### src/cre_pkg.sv
`timescale 1ns / 1ps
// ---------------------------------------------------------------------------
// cre_pkg
// Shared types and constants of the chunked escape-byte run-length expander.
// ---------------------------------------------------------------------------
package cre_pkg;

    localparam int BEAT_BYTES_DEF = 8;
    localparam int BYTE_W         = 8;
    localparam int CNT_W          = 4;
    localparam int TOTAL_W        = 32;
    localparam int CHUNK_W        = 16;

    typedef enum logic [3:0] {
        PH_TOT0   = 4'd0,
        PH_TOT1   = 4'd1,
        PH_TOT2   = 4'd2,
        PH_TOT3   = 4'd3,
        PH_CLO    = 4'd4,
        PH_CHI    = 4'd5,
        PH_PREFIX = 4'd6,
        PH_BYTE   = 4'd7,
        PH_COUNT  = 4'd8,
        PH_VALUE  = 4'd9,
        PH_DONE   = 4'd10
    } t_phase;

    typedef struct packed {
        logic              load;
        logic              zero_only;
        logic              done;
        logic [BYTE_W-1:0] count;
        logic [BYTE_W-1:0] value;
    } t_job;

endpackage

### src/cre_if.sv
`timescale 1ns / 1ps
// ---------------------------------------------------------------------------
// cre_if
// Valid/ready channels: compressed byte in, expanded beat out.
// ---------------------------------------------------------------------------
interface cre_in_if;
    logic                      valid;
    logic                      ready;
    logic [cre_pkg::BYTE_W-1:0] in_byte;

    modport source (output valid, output in_byte, input ready);
    modport sink   (input valid, input in_byte, output ready);
endinterface

interface cre_out_if;
    logic                       valid;
    logic                       ready;
    logic [cre_pkg::BYTE_W-1:0] out_b0;
    logic [cre_pkg::BYTE_W-1:0] out_b1;
    logic [cre_pkg::BYTE_W-1:0] out_b2;
    logic [cre_pkg::BYTE_W-1:0] out_b3;
    logic [cre_pkg::BYTE_W-1:0] out_b4;
    logic [cre_pkg::BYTE_W-1:0] out_b5;
    logic [cre_pkg::BYTE_W-1:0] out_b6;
    logic [cre_pkg::BYTE_W-1:0] out_b7;
    logic [cre_pkg::CNT_W-1:0]  byte_count;
    logic                       last_beat;
    logic                       stream_done;

    modport source (output valid, output out_b0, output out_b1, output out_b2,
                    output out_b3, output out_b4, output out_b5, output out_b6,
                    output out_b7, output byte_count, output last_beat,
                    output stream_done, input ready);
    modport sink   (input valid, input out_b0, input out_b1, input out_b2,
                    input out_b3, input out_b4, input out_b5, input out_b6,
                    input out_b7, input byte_count, input last_beat,
                    input stream_done, output ready);
endinterface

### src/chunked_rle_escape_expander_top.sv
`timescale 1ns / 1ps
// ---------------------------------------------------------------------------
// chunked_rle_escape_expander_top
// Chunked escape-byte run-length expander: headers, literals and runs in,
// expanded bytes out in beats.
// ---------------------------------------------------------------------------
// Usage:
//   i_in carries one compressed byte per item; o_out carries one beat of up
//   to BEAT_BYTES expanded bytes, byte_count valid, last_beat on the final
//   beat caused by an input item, stream_done once the total is exhausted.
//   A header or escape byte gives no beat, unless it ends the stream with an
//   empty done beat. An item that expands to N bytes keeps i_in.ready low
//   for ceil(N / BEAT_BYTES) beat steps of the shared subtractor in the beat
//   generator, one beat a cycle while the output stage can advance; the job
//   is registered first and each beat is then registered in the output stage.
//   The output stage is a register: while it holds a beat the next item is
//   still taken if no steps remain. A stalled receiver holds the beat and
//   freezes the beat generator, which keeps i_in.ready low while steps remain.
//   Reset (synchronous, active low) returns to the first total size byte and
//   clears the counters and the output stage's valid flag; no clearing pass.
//   Once done, every byte is accepted and dropped.
// ---------------------------------------------------------------------------
module chunked_rle_escape_expander_top #(
    parameter int BEAT_BYTES = cre_pkg::BEAT_BYTES_DEF
) (
    input  logic       i_clk,
    input  logic       i_rst_n,
    cre_in_if.sink     i_in,
    cre_out_if.source  o_out
);

    cre_pkg::t_phase              r_phase, n_phase;
    logic [cre_pkg::TOTAL_W-1:0]  r_total, n_total;
    logic [cre_pkg::CHUNK_W-1:0]  r_chunk, n_chunk;
    logic [cre_pkg::BYTE_W-1:0]   r_esc, n_esc;
    logic [cre_pkg::BYTE_W-1:0]   r_run, n_run;
    cre_pkg::t_job                job;
    logic                         gen_idle;
    logic                         accept;
    logic [cre_pkg::BYTE_W-1:0]   b;
    logic [cre_pkg::BYTE_W-1:0]   n_len;
    logic [cre_pkg::BYTE_W-1:0]   v;
    logic [cre_pkg::TOTAL_W:0]    tot_diff;
    logic [cre_pkg::CHUNK_W:0]    chk_diff;
    logic [cre_pkg::TOTAL_W-1:0]  tot_sat;
    logic [cre_pkg::CHUNK_W-1:0]  chk_sat;

    function automatic cre_pkg::t_phase boundary(
        input logic [cre_pkg::CHUNK_W-1:0] chunk,
        input logic [cre_pkg::TOTAL_W-1:0] total
    );
        cre_pkg::t_phase ph;
        if (chunk != '0) begin
            ph = cre_pkg::PH_BYTE;
        end else if (total == '0) begin
            ph = cre_pkg::PH_DONE;
        end else begin
            ph = cre_pkg::PH_CLO;
        end
        return ph;
    endfunction

    assign accept     = i_in.valid && i_in.ready;
    assign i_in.ready = gen_idle;
    assign b          = i_in.in_byte;

    assign tot_diff = {1'b0, r_total} - (cre_pkg::TOTAL_W + 1)'(n_len);
    assign chk_diff = {1'b0, r_chunk} - (cre_pkg::CHUNK_W + 1)'(n_len);
    assign tot_sat  = tot_diff[cre_pkg::TOTAL_W] ? '0 : tot_diff[cre_pkg::TOTAL_W-1:0];
    assign chk_sat  = chk_diff[cre_pkg::CHUNK_W] ? '0 : chk_diff[cre_pkg::CHUNK_W-1:0];

    always_comb begin
        n_len = '0;
        v     = '0;
        if ((r_phase == cre_pkg::PH_BYTE) && (b != r_esc)) begin
            v     = b;
            n_len = 8'd1;
        end else if (r_phase == cre_pkg::PH_VALUE) begin
            v     = b;
            n_len = r_run;
        end
    end

    always_comb begin
        n_phase = r_phase;
        n_total = r_total;
        n_chunk = r_chunk;
        n_esc   = r_esc;
        n_run   = r_run;
        unique case (r_phase)
            cre_pkg::PH_TOT0: begin
                n_total = {24'd0, b};
                n_phase = cre_pkg::PH_TOT1;
            end
            cre_pkg::PH_TOT1: begin
                n_total[15:8] = b;
                n_phase       = cre_pkg::PH_TOT2;
            end
            cre_pkg::PH_TOT2: begin
                n_total[23:16] = b;
                n_phase        = cre_pkg::PH_TOT3;
            end
            cre_pkg::PH_TOT3: begin
                n_total[31:24] = b;
                n_phase = ({b, r_total[23:0]} == '0) ? cre_pkg::PH_DONE : cre_pkg::PH_CLO;
            end
            cre_pkg::PH_CLO: begin
                n_chunk = {8'd0, b};
                n_phase = cre_pkg::PH_CHI;
            end
            cre_pkg::PH_CHI: begin
                n_chunk[15:8] = b;
                n_phase       = cre_pkg::PH_PREFIX;
            end
            cre_pkg::PH_PREFIX: begin
                n_esc   = b;
                n_phase = boundary(r_chunk, r_total);
            end
            cre_pkg::PH_BYTE: begin
                if (b == r_esc) begin
                    n_phase = cre_pkg::PH_COUNT;
                end
            end
            cre_pkg::PH_COUNT: begin
                n_run   = b;
                n_phase = cre_pkg::PH_VALUE;
            end
            cre_pkg::PH_VALUE: begin
                if (r_run == '0) begin
                    n_phase = boundary(r_chunk, r_total);
                end
            end
            default: begin
            end
        endcase
        if (n_len != '0) begin
            n_total = tot_sat;
            n_chunk = chk_sat;
            n_phase = boundary(chk_sat, tot_sat);
        end
    end

    always_comb begin
        job.load      = accept && ((n_len != '0) ||
                        ((r_phase != cre_pkg::PH_DONE) && (n_phase == cre_pkg::PH_DONE)));
        job.zero_only = (n_len == '0);
        job.done      = (n_phase == cre_pkg::PH_DONE);
        job.count     = n_len;
        job.value     = v;
    end

    always_ff @(posedge i_clk) begin
        if (!i_rst_n) begin
            r_phase <= cre_pkg::PH_TOT0;
            r_total <= '0;
            r_chunk <= '0;
            r_esc   <= '0;
            r_run   <= '0;
        end else if (accept) begin
            r_phase <= n_phase;
            r_total <= n_total;
            r_chunk <= n_chunk;
            r_esc   <= n_esc;
            r_run   <= n_run;
        end
    end

    cre_beat_gen #(
        .BEAT_BYTES (BEAT_BYTES)
    ) u_beat_gen (
        .i_clk   (i_clk),
        .i_rst_n (i_rst_n),
        .i_job   (job),
        .o_idle  (gen_idle),
        .o_out   (o_out)
    );

`ifndef NO_ASSERTIONS
    a_done_silent: assert property (@(posedge i_clk) disable iff (!i_rst_n)
        (accept && (r_phase == cre_pkg::PH_DONE)) |-> !job.load)
        else $error("item after end of stream produced output");
    a_done_sticky: assert property (@(posedge i_clk) disable iff (!i_rst_n)
        (r_phase == cre_pkg::PH_DONE) |=> (r_phase == cre_pkg::PH_DONE))
        else $error("left the done phase");
    a_done_beat: assert property (@(posedge i_clk) disable iff (!i_rst_n)
        (o_out.valid && o_out.stream_done) |-> (r_phase == cre_pkg::PH_DONE))
        else $error("done beat while stream still open");
`endif

endmodule

### src/cre_beat_gen.sv
`timescale 1ns / 1ps
// ---------------------------------------------------------------------------
// cre_beat_gen
// Splits one expansion job into beats of up to BEAT_BYTES bytes, one beat
// per step of a shared subtractor, into a registered output stage.
// ---------------------------------------------------------------------------
module cre_beat_gen #(
    parameter int BEAT_BYTES = cre_pkg::BEAT_BYTES_DEF
) (
    input  logic              i_clk,
    input  logic              i_rst_n,
    input  cre_pkg::t_job     i_job,
    output logic              o_idle,
    cre_out_if.source         o_out
);

    localparam logic [cre_pkg::BYTE_W:0]  BEAT_W9 = (cre_pkg::BYTE_W + 1)'(BEAT_BYTES);
    localparam logic [cre_pkg::CNT_W-1:0] BEAT_C  = cre_pkg::CNT_W'(BEAT_BYTES);

    logic [cre_pkg::BYTE_W-1:0] r_rem, n_rem;
    logic [cre_pkg::BYTE_W-1:0] r_val, n_val;
    logic                       r_done, n_done;
    logic                       r_zero, n_zero;
    logic                       r_ovalid, n_ovalid;
    logic [cre_pkg::BYTE_W-1:0] r_obyte, n_obyte;
    logic [cre_pkg::CNT_W-1:0]  r_ocnt, n_ocnt;
    logic                       r_olast, n_olast;
    logic                       r_odone, n_odone;
    logic [cre_pkg::BYTE_W:0]   diff;
    logic [cre_pkg::BYTE_W-1:0] rem_sat;
    logic [cre_pkg::CNT_W-1:0]  beat_cnt;
    logic                       adv;
    logic [cre_pkg::BYTE_W-1:0] ob [8];

    assign diff     = {1'b0, r_rem} - BEAT_W9;
    assign rem_sat  = diff[cre_pkg::BYTE_W] ? '0 : diff[cre_pkg::BYTE_W-1:0];
    assign beat_cnt = diff[cre_pkg::BYTE_W] ? r_rem[cre_pkg::CNT_W-1:0] : BEAT_C;
    assign adv      = !r_ovalid || o_out.ready;
    assign o_idle   = (r_rem == '0) && !r_zero;

    always_comb begin
        n_rem    = r_rem;
        n_val    = r_val;
        n_done   = r_done;
        n_zero   = r_zero;
        n_ovalid = r_ovalid && !o_out.ready;
        n_obyte  = r_obyte;
        n_ocnt   = r_ocnt;
        n_olast  = r_olast;
        n_odone  = r_odone;
        if (i_job.load) begin
            n_rem  = i_job.count;
            n_val  = i_job.value;
            n_done = i_job.done;
            n_zero = i_job.zero_only;
        end else if (adv && (r_rem != '0)) begin
            n_rem    = rem_sat;
            n_ovalid = 1'b1;
            n_obyte  = r_val;
            n_ocnt   = beat_cnt;
            n_olast  = (rem_sat == '0);
            n_odone  = r_done;
        end else if (adv && r_zero) begin
            n_zero   = 1'b0;
            n_ovalid = 1'b1;
            n_obyte  = '0;
            n_ocnt   = '0;
            n_olast  = 1'b1;
            n_odone  = r_done;
        end
    end

    always_ff @(posedge i_clk) begin
        if (!i_rst_n) begin
            r_rem    <= '0;
            r_zero   <= 1'b0;
            r_ovalid <= 1'b0;
        end else begin
            r_rem    <= n_rem;
            r_zero   <= n_zero;
            r_ovalid <= n_ovalid;
        end
    end

    always_ff @(posedge i_clk) begin
        r_val   <= n_val;
        r_done  <= n_done;
        r_obyte <= n_obyte;
        r_ocnt  <= n_ocnt;
        r_olast <= n_olast;
        r_odone <= n_odone;
    end

    always_comb begin
        for (int j = 0; j < 8; j++) begin
            ob[j] = (cre_pkg::CNT_W'(j) < r_ocnt) ? r_obyte : '0;
        end
    end

    assign o_out.valid       = r_ovalid;
    assign o_out.out_b0      = ob[0];
    assign o_out.out_b1      = ob[1];
    assign o_out.out_b2      = ob[2];
    assign o_out.out_b3      = ob[3];
    assign o_out.out_b4      = ob[4];
    assign o_out.out_b5      = ob[5];
    assign o_out.out_b6      = ob[6];
    assign o_out.out_b7      = ob[7];
    assign o_out.byte_count  = r_ocnt;
    assign o_out.last_beat   = r_olast;
    assign o_out.stream_done = r_odone;

`ifndef NO_ASSERTIONS
    a_cnt_bound: assert property (@(posedge i_clk) disable iff (!i_rst_n)
        r_ovalid |-> (r_ocnt <= BEAT_C))
        else $error("beat wider than BEAT_BYTES");
    a_empty_beat: assert property (@(posedge i_clk) disable iff (!i_rst_n)
        (r_ovalid && (r_ocnt == '0)) |-> (r_olast && r_odone))
        else $error("empty beat that does not end the stream");
    a_load_idle: assert property (@(posedge i_clk) disable iff (!i_rst_n)
        i_job.load |-> o_idle)
        else $error("job loaded while a job is in progress");
`endif

endmodule

### src/flat_wrapper.sv
// flat-port wrapper written by rule: the top's interface ports become plain ports
module chunked_rle_escape_expander_top_flat 
#(
    parameter int BEAT_BYTES = cre_pkg::BEAT_BYTES_DEF
)
  (i_clk, i_rst_n, i_in_valid, i_in_in_byte, i_in_ready, o_out_valid, o_out_out_b0, o_out_out_b1, o_out_out_b2, o_out_out_b3, o_out_out_b4, o_out_out_b5, o_out_out_b6, o_out_out_b7, o_out_byte_count, o_out_last_beat, o_out_stream_done, o_out_ready);
  cre_in_if i_in_i ();
  cre_out_if o_out_i ();
  input  logic i_clk;
  input  logic i_rst_n;
  input wire logic [$bits(i_in_i.valid)-1:0] i_in_valid;
  input wire logic [$bits(i_in_i.in_byte)-1:0] i_in_in_byte;
  output wire logic [$bits(i_in_i.ready)-1:0] i_in_ready;
  output wire logic [$bits(o_out_i.valid)-1:0] o_out_valid;
  output wire logic [$bits(o_out_i.out_b0)-1:0] o_out_out_b0;
  output wire logic [$bits(o_out_i.out_b1)-1:0] o_out_out_b1;
  output wire logic [$bits(o_out_i.out_b2)-1:0] o_out_out_b2;
  output wire logic [$bits(o_out_i.out_b3)-1:0] o_out_out_b3;
  output wire logic [$bits(o_out_i.out_b4)-1:0] o_out_out_b4;
  output wire logic [$bits(o_out_i.out_b5)-1:0] o_out_out_b5;
  output wire logic [$bits(o_out_i.out_b6)-1:0] o_out_out_b6;
  output wire logic [$bits(o_out_i.out_b7)-1:0] o_out_out_b7;
  output wire logic [$bits(o_out_i.byte_count)-1:0] o_out_byte_count;
  output wire logic [$bits(o_out_i.last_beat)-1:0] o_out_last_beat;
  output wire logic [$bits(o_out_i.stream_done)-1:0] o_out_stream_done;
  input wire logic [$bits(o_out_i.ready)-1:0] o_out_ready;
  assign i_in_i.valid = i_in_valid;
  assign i_in_i.in_byte = i_in_in_byte;
  assign i_in_ready = i_in_i.ready;
  assign o_out_valid = o_out_i.valid;
  assign o_out_out_b0 = o_out_i.out_b0;
  assign o_out_out_b1 = o_out_i.out_b1;
  assign o_out_out_b2 = o_out_i.out_b2;
  assign o_out_out_b3 = o_out_i.out_b3;
  assign o_out_out_b4 = o_out_i.out_b4;
  assign o_out_out_b5 = o_out_i.out_b5;
  assign o_out_out_b6 = o_out_i.out_b6;
  assign o_out_out_b7 = o_out_i.out_b7;
  assign o_out_byte_count = o_out_i.byte_count;
  assign o_out_last_beat = o_out_i.last_beat;
  assign o_out_stream_done = o_out_i.stream_done;
  assign o_out_i.ready = o_out_ready;
  chunked_rle_escape_expander_top #(.BEAT_BYTES(BEAT_BYTES)) u_core (.i_clk(i_clk), .i_rst_n(i_rst_n), .i_in(i_in_i), .o_out(o_out_i));
endmodule
### config.mk
export PLATFORM = sky130hd
export DESIGN_NAME = chunked_rle_escape_expander_top_flat
export DESIGN_NICKNAME = d
export VERILOG_FILES = /design/src/cre_pkg.sv /design/src/cre_if.sv /design/src/chunked_rle_escape_expander_top.sv /design/src/cre_beat_gen.sv /design/src/flat_wrapper.sv
export SDC_FILE = /design/constraint.sdc
export NUM_CORES = 1
export LEC_CHECK = 0
export BUFFER_PORTS_ARGS = -buffer_cell sky130_fd_sc_hd__buf_2
export CAP_MARGIN = 20
export CELL_PAD_IN_SITES_DETAIL_PLACEMENT = 1
export CELL_PAD_IN_SITES_GLOBAL_PLACEMENT = 2
export CORE_MARGIN = 4
export CORE_UTILIZATION = 38
export CTS_BUF_LIST = sky130_fd_sc_hd__clkbuf_8
export DETAILED_ROUTE_END_ITERATION = 12
export GPL_TIMING_DRIVEN = 0
export HOLD_SLACK_MARGIN = 0.15
export PLACE_DENSITY_LB_ADDON = 0.1
export SETUP_SLACK_MARGIN = 0.5
export SYNTH_ARGS = -nofsm -noshare
export SYNTH_HDL_FRONTEND = slang
export SYNTH_SLANG_ARGS = --single-unit
### constraint.sdc
create_clock -name i_clk -period 8 [get_ports i_clk]
set_input_delay 1.6 -clock i_clk [delete_from_list [all_inputs] [get_ports i_clk]]
set_output_delay 1.6 -clock i_clk [all_outputs]
set_load 0.05 [all_outputs]
### Word level (Yosys, flattened, before mapping)

Cells that the tools add are included.

| word-level totals | value |
|---|---|
| bits in registers | 101 |
| output and inout bits | 72 |
| bits of input ports | 12 |
| word-level logic and storage cells | 137 |

| operators by class | value |
|---|---|
| reductions and logical operators | 44 |
| muxes and demuxes | 49 |
| eq/ne operators | 14 |
| $lt $le $gt $ge | 8 |
| add/sub/neg operators | 3 |
| bitwise logic cells | 1 |

Operators with widths:

| operator | count |
|---|---|
| $mux W8 | 19 |
| $logic_not A32 Y1 | 3 |
| $mux W32 | 2 |
| $pmux W8 S2 | 4 |
| $mux W4 | 11 |
| $pmux W4 S10 | 1 |
| $sub A32 B8 Y33 | 1 |
| $logic_not A8 Y1 | 4 |
| $mux W16 | 2 |
| $reduce_bool A16 Y1 | 2 |
| $reduce_and A2 Y1 | 10 |
| $sub A16 B8 Y17 | 1 |
| $eq A4 B3 Y1 const B | 4 |
| $lt A3 B4 Y1 const A | 4 |
| $reduce_bool A8 Y1 | 2 |
| $eq A4 B4 Y1 const B | 3 |
| $reduce_bool A3 Y1 | 4 |
| $mux W1 | 10 |
| $reduce_bool A2 Y1 | 5 |
| $sub A8 B4 Y9 const B | 1 |
| $eq A4 B2 Y1 const B | 2 |
| $eq A8 B8 Y1 | 1 |
| $logic_and A1 B1 Y1 | 8 |
| $lt A1 B4 Y1 const A | 2 |
| 9 further kinds | 13 |

### Logic depth before layout (Yosys ltp)

| logic depth | value |
|---|---|
| depth in word-level cells | 15 |
| depth in mapped cells | 17 |
| mapped depth without buffers | 15 |

### Hierarchy

From an unflattened synthesis, not the netlist that was laid out.

| unflattened totals | value |
|---|---|
| cells, all modules | 903 |
| area, all modules | 7,101.8 um^2 |

Modules (own cells, without submodules):

| module | sequential area each (um^2) | area each (um^2) | times used | cells an instance |
|---|---|---|---|---|
| chunked_rle_escape_expander_top | 1,361.3 | 5,265.0 | 1 | 709 |
| cre_beat_gen | 890.9 | 1,836.8 | 1 | 194 |

### Worst setup path after synthesis

No wires, ideal clock.

| path | value |
|---|---|
| path type | input to register |
| from | in i_in_in_byte[0] |
| to | reg u_core.r_phase[2] |
| cell stages on the path | 17 |
| arrival | 5,102 ps |
| library setup time | 116 ps |
| setup slack | 2,782 ps |
| data required time | 7,884 ps |
| buffers on the path | 2 |
| cell sequence | buf_2 xnor2_1 nand4_1 o2111ai_1 nand2_1 ha_1 fa_1 nand2b_1 a211oi_1 o21a_1 clkbuf_1 nor4_1 nor4_1 nand4_1 o21ai_4 nand3_2 a41o_1 |

| between the ends | value |
|---|---|
| word-level cells in the longest chain between the ends | 9 |
| elaborated cells between the ends (all ways) | 18 |
| classes of those cells | 2 x add/sub; 2 x eq/ne; 9 x mux; 5 x reduce/logical |

RTL lines:

| what | line | RTL |
|---|---|---|
| start: declaration | flat_wrapper.sv:12 | `input wire logic [$bits(i_in_i.in_byte)-1:0] i_in_in_byte;` |
| $ne A8 B8 Y1 | chunked_rle_escape_expander_top.sv:75 | `if ((r_phase == cre_pkg::PH_BYTE) && (b != r_esc)) begin` |
| $logic_and A1 B1 Y1 | chunked_rle_escape_expander_top.sv:75 |  |
| $mux W8 | chunked_rle_escape_expander_top.sv:75 |  |
| $sub A32 B8 Y33 | chunked_rle_escape_expander_top.sv:67 | `assign tot_diff = {1'b0, r_total} - (cre_pkg::TOTAL_W + 1)'(n_len);` |
| $mux W32 | chunked_rle_escape_expander_top.sv:69 | `assign tot_sat = tot_diff[cre_pkg::TOTAL_W] ? '0 : tot_diff[cre_pkg::TOTAL_W-1:0];` |
| $logic_not A32 Y1 | chunked_rle_escape_expander_top.sv:55 | `end else if (total == '0) begin` |
| $mux W4 | chunked_rle_escape_expander_top.sv:55 |  |
| $mux W4 | chunked_rle_escape_expander_top.sv:53 | `if (chunk != '0) begin` |
| $mux W4 (*) | chunked_rle_escape_expander_top.sv:136 | `if (n_len != '0) begin` |
| end signal: assignment | chunked_rle_escape_expander_top.sv:154 | `r_phase <= cre_pkg::PH_TOT0;` |
| end signal: assignment | chunked_rle_escape_expander_top.sv:160 | `r_phase <= n_phase;` |
| end: declaration | chunked_rle_escape_expander_top.sv:32 | `cre_pkg::t_phase r_phase, n_phase;` |

Every way passes the cells marked *; elsewhere a longest branch is shown, timed or not.
A chain may end at the register's enable or synchronous reset.

### Final worst setup path

| path | value |
|---|---|
| from | in i_in_in_byte[6] |
| to | reg u_core.r_phase[2] |

The elaborated chain is that of the path after synthesis.

==> results by group <==
Layout
  • Core utilization of the finished layout: a little over two fifths
  • Footprint of the flip-flops and latches: 0.00225 mm2
  • Final std cells w/o fill: about 1200
  • Most frequent standard cell in the layout excluding fill and tap cells: nor2_1
  • Syn-to-layout area delta: 12.8%
  • Fraction of final layout cells with drive strength greater than 1: 12.4%
  • Commonest non-fill, non-tap cells in the layout: nor2_1 (133), buf_2 (87), nand2_1 (80)
  • Antenna cell count: 0
  • Area of combinational cells with multiple inputs: about 0.0044 mm2
  • Number of fill cells in the layout: approximately 2300
  • Layout Cell Area excl Fill: 0.00792 mm2
  • Final net count: 1028

STA
  • Final worst clock skew: roughly 10 ps
  • Post-layout minimum cycle time: 6370 ps
  • Tightest Pin Transition: slightly above 1000 ps
  • Number of hold violations in the final report: 0
  • Final critical-path share of the clock period: about four fifths
  • Worst slew margin: approximately 31%
  • Top achievable clock speed: 157 MHz
  • Unrepaired setup endpoints after global routing: false
  • Final max-slew violation count: 0
  • # setup viols final: 0
  • Post-route setup TNS: 0 ps

Worst setup path
  • Cell-by-cell trace of the critical path: buf_2 -> xnor2_1 -> nand4_1 -> o2111ai_1 -> nand2_1 -> ha_1 -> fa_1 -> nand2b_1 -> a211oi_1 -> o21a_1 -> clkbuf_1 -> nor4_1 -> nor4_1 -> nand4_1 -> o21ai_4 -> nand3_2 -> a41o_1
  • Largest delay share family, worst path: compound AO/OA/AOI/OAI gates
  • Number of buffer and inverter instances along the worst setup path: 2
  • Worst reg2reg endpoint: u_core.r_phase[2]$_SDFFE_PN0P_
  • Critical Path Stages: 17
  • Critical path type: input port to flop
  • Type of element capturing the critical path: flop
  • Data arrival, critical path: ~6700 ps
  • Setup crit start: i_in_in_byte[6]
  • CP max stage cell: o2111ai_1
  • Critical path peak fanout: 10
  • Reg2Reg Launch Point: u_core.r_esc[6]$_SDFFE_PN0P_
  • Worst Reg2Reg Path Length in Cells: 16
  • Slowest stage delay, CP: between 500 and 600 ps
  • Worst path required time: 8300 ps
  • Startpoint type of the worst setup path: input port
  • Setup slack, reg-to-reg: between 2000 and 3000 ps

Detailed routing
  • Remaining design rule violation count: 0
  • DRT Pass-1 Iters: 5
  • Number of routed nets with antenna violations: 0
  • Routed vias/inst: about 5.9
  • First-iteration detailed-routing DRC count: roughly 550
  • Vias after detailed routing: between 7000 and 8000
  • Aggregate routed wire length: 26.5 mm
  • Average wire per cell in the routed design: between 20 and 25 um

Synthesis
  • Syn. warnings: 0
  • Share of the yosys chip area belonging to registers: about a third
  • Cell variety after synth: 77
  • Mean Syn Cell Area: approximately 7.8 um2
  • Post-synthesis async set-or-reset flop share: 0%
  • Syn Std Cell Area: 0.00702 mm2
  • Post-Syn Instances: roughly 910
  • Synth Flop Type: dfxtp_1
  • Post-synthesis net count: between 900 and 1000
  • Synth Register Bits: 101
  • Post-synth EDFFs: 23

Floorplan
  • Row count: 49
  • Count of pins on the block boundary: 84
  • Height of the die: between 100 and 150 um
  • Core Region: between 0.015 and 0.02 mm2
  • Die outline area: between 0.02 and 0.025 mm2
  • Horizontal die dimension: ~140 um
  • Starting utilization of the core area: about two fifths

Placed design
  • Number of placed instances with taps included: 1211
  • HPWL after DPL: between 20 and 25 mm
  • Number of port buffers: 76
  • GP Congestion: approximately 0.89
  • Placed standard-cell area: between 0.007 and 0.008 mm2

Clock tree
  • CTS Hold Buffers Added: 0
  • Later-pin clock latency in the skew report: about 400 ps
  • Max H-tree Level: 3
  • TritonCTS clock tree: built
  • Clk pin slew, worst setup/hold paths: between 100 and 150 ps
  • Post-CTS setup repair buffer count: 0
  • Number of sinks on the clock net: 101
  • CTS Root Cell: clkbuf_8
  • Number of buffers on the longest clock path: 2
  • Cts bufs inserted: 9
  • Resize count post-CTS: 0

Power
  • Worst IR Drop VDD: between 0.3 and 0.4 mV
  • P per Cell Area: between 400 and 500 mW/mm2
  • LEAKAGE: roughly 3.2 nW

Global routing
  • Vias in the first global route: roughly 7100
  • Final global-route overflow total: 0
  • First-pass GRT wire length: approximately 41 mm
  • Initial antenna violation count: 0
  • GR Util All Layers: between 20% and 30%
  • Maximum number of pins on one net before global-route repair: 17

Worst hold path
  • Worst hold path type: flop to flop
  • WHS Path Cells: 0
  • Startpoint of the lowest-slack hold path: u_core.u_beat_gen.r_done$_DFFE_PP_
  • WHS Endpoint: u_core.u_beat_gen.o_out.stream_done$_DFFE_PP_

Flow run
  • MaxCap Viol Count: 0

Run status
  • Result of the run: finished clean
-- worst register-to-register path, stage by stage, from the launching register on --
cell and delay, ps:
dfxtp_1 340, xnor2_1 170, nand4_1 190, o2111ai_1 530
nand2_1 300, ha_1 280, fa_1 420, nand2b_1 200
a211oi_1 430, o21a_1 330, clkbuf_1 440, nor4_1 150
nor4_1 450, nand4_1 220, o21ai_4 220, nand3_2 130
a41o_1 260
-- layer usage --
metal / vias to the layer above / GRT usage (%) / routed length [um]
met2: 183 / 41.5 / 12200
li1: 3483 / - / -
met1: 3580 / 35.9 / 12500
met4: 0 / 9.12 / 708
met5: - / 0 / 0
met3: 40 / 2.96 / 1140
-- registers in the layout, indices dropped and copies added (netlist names) --
signal,cells
u_core.r_chunk,16
u_core.r_esc,8
u_core.r_phase,4
u_core.r_run,8
u_core.r_total,32
u_core.u_beat_gen.o_out.byte_count,4
u_core.u_beat_gen.o_out.last_beat,1
u_core.u_beat_gen.o_out.stream_done,1
u_core.u_beat_gen.o_out.valid,1
u_core.u_beat_gen.r_done,1
u_core.u_beat_gen.r_obyte,8
u_core.u_beat_gen.r_rem,8
u_core.u_beat_gen.r_val,8
u_core.u_beat_gen.r_zero,1
-- worst max-delay path by stage --
stage,endpoint,slack (ps)
6_report,u_core.r_phase[2]$_SDFFE_PN0P_,1630
5_1_grt,u_core.u_beat_gen.r_done$_DFFE_PP_,1290
4_1_cts,u_core.r_phase[2]$_SDFFE_PN0P_,1620
3_5_place_dp,u_core.r_phase[2]$_SDFFE_PN0P_,1200
3_3_place_gp,u_core.r_phase[2]$_SDFFE_PN0P_,1260
2_1_floorplan,u_core.r_phase[2]$_SDFFE_PN0P_,2780
-- area by class of cell --
| type | count | share of cell area (%) |
|---|---|---|
| multi-input cells | 721 | 56.0 |
| flip-flops and latches | 101 | 28.4 |
| repair buffers | 79 | 5.06 |
| well taps | 229 | 3.62 |
| plain buffers | 57 | 2.96 |
| clock buffers | 9 | 1.56 |
| inverters | 26 | 1.23 |
| clock inverters | 7 | 1.12 |
-- stage by stage --
stage	power, mW	hold WS (ps)	worst slack (ps)
floorplan	2.77	400	2780
global placement	3.42	406	1260
detailed placement	3.43	412	1200
CTS	3.81	435	1620
global route	4.09	454	1290
finish	3.82	435	1630
-- cells in the mapped netlist (all sizes together) (19+ instances only) --
library cell	count	area, um2
o21ai	49	257
nor3	36	190
edfxtp	23	691
nand3	21	110
a21oi	35	175
dfxtp	78	1560
inv	25	93.8
nand2	80	300
nor2	133	499
nor2b	37	231
xnor2	19	166
clkbuf	43	161
nor4	25	171
o211ai	20	150
a22oi	19	143
ha	19	238
-- cell families after synthesis --
logic type | share of synthesized area (%)
and+or+nand+nor | 30.2
AOI/OAI and AO/OA | 21.9
DFF | 32.1
buffers and inverters | 4.72
xor gates and xnor gates | 3.74
muxes | 3.26
adders and majority gates | 4.10
-- where the power goes --
| part | switching, mW | internal (mW) |
|---|---|---|
| clock | 0.202 | 0.175 |
| sequential | 0.142 | 0.657 |
| combinational | 1.90 | 0.742 |
| total | 2.24 | 1.57 |
Power figures use the tool's default switching activity.
